## src/rtl/bpfa_pkg.sv

```systemverilog
package bpfa_pkg;

    localparam int ADDR_W = 64;
    localparam int SIZE_W = 32;
    localparam int CNT_W  = 13;
    localparam int OP_W   = 3;
    localparam int CFG_W  = 2;

    localparam int DEF_MAX_PAGES     = 4096;
    localparam int DEF_MAP_WORD_BITS = 32;

    localparam logic [CNT_W-1:0]  PAGE_COUNT_RESET = 13'd4096;
    localparam logic [ADDR_W-1:0] BASE_RESET       = 64'd0;
    localparam logic [SIZE_W-1:0] SIZE_RESET       = 32'd4096;

    localparam logic [OP_W-1:0] OP_ALLOC_PAGE = 3'd0;
    localparam logic [OP_W-1:0] OP_ALLOC_RUN  = 3'd1;
    localparam logic [OP_W-1:0] OP_FREE_PAGE  = 3'd2;
    localparam logic [OP_W-1:0] OP_RESERVE    = 3'd3;
    localparam logic [OP_W-1:0] OP_QUERY      = 3'd4;

    localparam logic [CFG_W-1:0] REG_PAGE_COUNT = 2'd0;
    localparam logic [CFG_W-1:0] REG_BASE_ADDR  = 2'd1;
    localparam logic [CFG_W-1:0] REG_PAGE_SIZE  = 2'd2;

    typedef enum logic [7:0] {
        S_IDLE = 8'b0000_0001,
        S_DIV  = 8'b0000_0010,
        S_RD   = 8'b0000_0100,
        S_EXAM = 8'b0000_1000,
        S_SCAN = 8'b0001_0000,
        S_MUL  = 8'b0010_0000,
        S_ADD  = 8'b0100_0000,
        S_DONE = 8'b1000_0000
    } state_t;

endpackage

```

## src/rtl/bpfa_div.sv

```systemverilog
module bpfa_div
(
    input  logic                        clk,
    input  logic                        rst_n,
    input  logic                        start,
    input  logic [bpfa_pkg::ADDR_W-1:0] dividend,
    input  logic [bpfa_pkg::SIZE_W-1:0] divisor,
    output logic                        done,
    output logic [bpfa_pkg::ADDR_W-1:0] quotient
);

    localparam int N  = bpfa_pkg::ADDR_W;
    localparam int D  = bpfa_pkg::SIZE_W;
    localparam int CW = $clog2(N + 1);

    logic [N-1:0]  quo_reg;
    logic [D-1:0]  rem_reg;
    logic [D-1:0]  div_reg;
    logic [CW-1:0] cnt_reg;
    logic          done_reg;
    logic [D:0]    rem_sh;
    logic          ge;
    logic [D:0]    rem_sub;

    assign rem_sh  = {rem_reg, quo_reg[N-1]};
    assign ge      = rem_sh >= {1'b0, div_reg};
    assign rem_sub = rem_sh - {1'b0, div_reg};

    always_ff @(posedge clk or negedge rst_n)
    begin
        if (!rst_n)
        begin
            cnt_reg  <= '0;
            done_reg <= 1'b0;
        end
        else
        begin
            done_reg <= 1'b0;
            if (start)
            begin
                cnt_reg <= CW'(N);
            end
            else if (cnt_reg != '0)
            begin
                cnt_reg <= cnt_reg - 1'b1;
                if (cnt_reg == CW'(1))
                begin
                    done_reg <= 1'b1;
                end
            end
        end
    end

    always_ff @(posedge clk)
    begin
        if (start)
        begin
            quo_reg <= dividend;
            rem_reg <= '0;
            div_reg <= divisor;
        end
        else if (cnt_reg != '0)
        begin
            quo_reg <= {quo_reg[N-2:0], ge};
            rem_reg <= ge ? rem_sub[D-1:0] : rem_sh[D-1:0];
        end
    end

    assign done     = done_reg;
    assign quotient = quo_reg;

endmodule

```

## config.mk

```make
export PLATFORM = sky130hd
export DESIGN_NAME = bpfa_div
export DESIGN_NICKNAME = d
export VERILOG_FILES = /design/src/rtl/bpfa_pkg.sv /design/src/rtl/bpfa_div.sv
export SDC_FILE = /design/constraint.sdc
export NUM_CORES = 1
export LEC_CHECK = 0
export ABC_AREA = 1
export BUFFER_PORTS_ARGS = -buffer_cell sky130_fd_sc_hd__buf_2
export CAP_MARGIN = 20
export CORE_ASPECT_RATIO = 1.25
export CORE_UTILIZATION = 45
export CTS_BUF_LIST = sky130_fd_sc_hd__clkbuf_16
export CTS_CLUSTER_DIAMETER = 200
export DETAILED_ROUTE_END_ITERATION = 6
export HOLD_SLACK_MARGIN = 0.1
export PLACE_DENSITY = 0.67
export SYNTH_ARGS = -nofsm -noshare
export SYNTH_HDL_FRONTEND = slang
export SYNTH_SLANG_ARGS = --single-unit
```

## constraint.sdc

```tcl
create_clock -name clk -period 2.6 [get_ports clk]
set_input_delay 0.13 -clock clk [delete_from_list [all_inputs] [get_ports clk]]
set_output_delay 0.13 -clock clk [all_outputs]
set_load 0.03 [all_outputs]
```

==> run summary <==
Min path
• **instance count along the most critical hold path** 2
• **hold crit path type** primary input to flop
• **start point of the worst hold path** divisor[22]

Place
• **count of input and output buffers** 163
• **gpl congestion** 0.9224
• **final HPWL from detailed placement** 16150 um
• **dpl cell area** 9336 um^2

Floorplan
• **overall die area** 18930 um^2
• **Std-Cell Rows** 55
• **number of top-level pins** 164
• **starting density of the core** 45.88%
• **Die Span Y** 153.6 um
• **placeable core area** 18030 um^2
• **die width** 123.3 um

Synthesis
• **share of the synthesized area in the top cell type** 34.85%
• **count of synthesis-stage warnings from yosys** 0
• **number of synthesized flops with an enable pin** 96
• **xor and xnor fraction of the mapped netlist area** 1.694%
• **Cells after Synth** 1131
• **flop and latch count out of synthesis** 136
• **cell with the most instances after synthesis** nand2_1
• **cell area after synthesis** 8273 um^2
• **most used standard cells in the synthesized netlist** nand2_1 (501), inv_1 (178), edfxtp_1 (96), nand3_1 (80), nor2_1 (50)
• **area fraction in and, or, nand and nor cells after synthesis** 34.59%
• **mean cell area of the mapped netlist** 7.315 um^2
• **Distinct cells, synth** 36
• **post-synthesis share of cell area spent on full adders, half adders and majority gates** 5.384%
• **dominant register cell in the synthesized netlist** edfxtp_1
• **synthesized-area fraction occupied by ao, oa, aoi and oai cells** 2.768%
• **Synth Net Count** 1265
• **register area share after synthesis** 45.01%
• **cell types with the largest area share after synthesis** edfxtp_1 (35%), nand2_1 (23%), inv_1 (8.1%)
• **mux contribution to synthesized area** 0%
• **dominant combinational cell family by area after synthesis** simple AND/OR/NAND/NOR gates
• **async set-reset flop share out of synthesis** 5.882%
• **area leader, netlist** edfxtp_1

Global route
• **maximum number of pins on one net before global-route repair** 56
• **first-pass GRT wire length** 37180 um
• **remaining global-route overflow** 0
• **number of antenna violations at the first check in global routing** 0
• **GR Util All Layers** 25.23%
• **vias in the first global route** 7865

CTS
• **clock buffer count from CTS** 17
• **deepest level of the CTS H-tree** 4
• **clock root cell** clkbuf_16
• **sink count of the clock tree** 136
• **clock insertion delay at the later pin of the skew report** 430 ps
• **CTS tree** built
• **largest buffer count on any clock path** 2
• **clk slew on worst S/H paths** 70 ps

Worst setup path
• **r2r startpoint** div_reg[8]
• **Worst path most repeated cell** nand2_1
• **Req. time, crit path** 2900 ps
• **start point of the critical path** div_reg[8]
• **slowest cell delay on critical path** 350 ps
• **startpoint type of the worst setup path** flop
• **Critical-path top delay cell** ha_1
• **cells along the critical path** inv_1 -> ha_1 -> nand2_1 -> inv_1 -> nand2_1 -> nand2_1 -> inv_2 -> nand3_2 -> nand2_2 -> nand2_2 -> nand2_4 -> buf_6 -> nand3_1 -> nand3_1 -> o21ai_1
• **Worst Path Max Fanout** 19
• **endpoint arrival time on the critical path** 2670 ps
• **crit end category** flop
• **Worst Reg-to-Reg Cells** 15
• **critical path class** flop to flop

Pwr
• **total design power** 9.704 mW
• **power per standard cell area** 887.5 nW/um^2
• **worst ir drop on vdd** 0.5707 mV
• **total leakage power** 5.837 nW

Drt
• **TritonRoute pass-1 iters** 5
• **wire length per cell after detailed routing** 13.76 um
• **Via-to-Cell Ratio** 4.815
• **final antenna-violating net count** 0
• **number of remaining DRC errors** 0
• **total number of vias** 7863
• **first-iteration detailed-routing DRC count** 453
• **Detailed Route WL** 22480 um

STA
• **Post-Route Skew** 21.10 ps
• **final critical path time including I/O delays and setup** 2367 ps
• **Final Hold Vio Count** 0
• **Setup TNS** 0 ps
• **final max-slew violation count** 0
• **Highest Clock Rate** 0.4224 GHz
• **relative slew slack** 62.60%
• **RSZ-0062 raised after global routing** no
• **worst slew pin tran** 561.1 ps
• **period utilization** 91.05%
• **Setup-failing EPs final** 0

Final layout
• **max FFs per register** 64
• **n_diodes** 0
• **growth of design area from synthesis to finish** 32.17%
• **Final Net Count** 1526
• **post-layout instance area** 10930 um^2
• **share of post-route cells with drive strength above 1** 17.01%

Flow run
• **Max-cap violations** 0

Outcome
• **result of the run** finished clean

==> stage by stage <==
step / std cells / util (%) / hold slack [ps] / worst slack (ps)
6_report: 1633 / 60.65 / 406.9 / 232.7
5_1_grt: 1633 / 60.65 / 407.2 / 21.72
4_1_cts: 1633 / 60.62 / 397.2 / 175.5
2_1_floorplan: 1131 / - / -165.6 / 219.2
3_5_place_dp: 1502 / 51.78 / -15.49 / 212.9
3_3_place_gp: 1502 / 51.78 / -14.51 / 245.8
==> cell usage in the layout, fill, tap and decap left out, types with 7 or more instances in the layout <==
master / instances
nor2_2: 10
nand2_1: 501
nand3_1: 80
buf_2: 162
xnor2_1: 14
inv_1: 176
dlygate4sd3_1: 99
nand4_1: 9
dfxtp_1: 32
dfrtp_1: 8
ha_1: 34
inv_2: 8
clkbuf_16: 17
nand2_2: 7
a21oi_1: 18
nand3b_1: 13
o21ai_1: 12
nor2_1: 49
edfxtp_1: 96
==> layer usage <==
layer	wire, um	global-route usage [%]	vias to the layer above
met2	11400	44.56	262
met3	1428	5.453	30
li1	-	-	4029
met4	447	8.090	0
met5	0	0	-
met1	9199	29.94	3542
==> power breakdown <==
part	total (mW)	internal (mW)	switching [mW]
clock network	2.49	1.38	1.11
logic	4.12	1.49	2.63
registers	3.10	2.83	0.273
==> area by class of cell <==
class / count / area (um^2)
inverters: 188 / 705.7
fillers: 1645 / 7096
clock buffers: 17 / 425.4
flip-flops and latches: 136 / 3724
clock inverters: 15 / 177.7
multi-input cells: 777 / 3679
well taps: 228 / 285.3
repair buffers: 272 / 1938
==> worst paths after layout <==
check / endpoint / slack (ps)
worst min register to register: rem_reg[19] / 470
worst max-delay path: rem_reg[6] / 230
worst max register to register: rem_reg[6] / 230
worst min-delay path: div_reg[22] / 410
max in group asynchronous: cnt_reg[3] / 1640
min in group asynchronous: cnt_reg[1] / 680
==> what timing repair did <==
action / CTS / global route
endpoints found under the hold margin: 107 / 0
hold buffers: 99 / 0
setup buffers: 0 / 0
endpoints found under the setup margin: 0 / 11
resized for setup: 0 / 1
==> logic make-up (layout without fill, tap and decap cells) <==
group / count (synthesis) / after routing
AO/OA/AOI/OAI: 42 / 42
buffers and inverters: 218 / 492
AND/OR/NAND/NOR: 684 / 684
XOR/XNOR: 16 / 16
flip-flops: 136 / 136
adder cells (fa/ha/maj): 35 / 35
==> worst max-delay path: cells and delay by family (launching register included) <==
family	cells	cell delay, ps
adders and majority gates	1	350
and+or+nand+nor	9	1100
buffers and inverters	4	420
AOI/OAI and AO/OA	1	70
DFF	1	320
(Power assumes the default switching activity.)
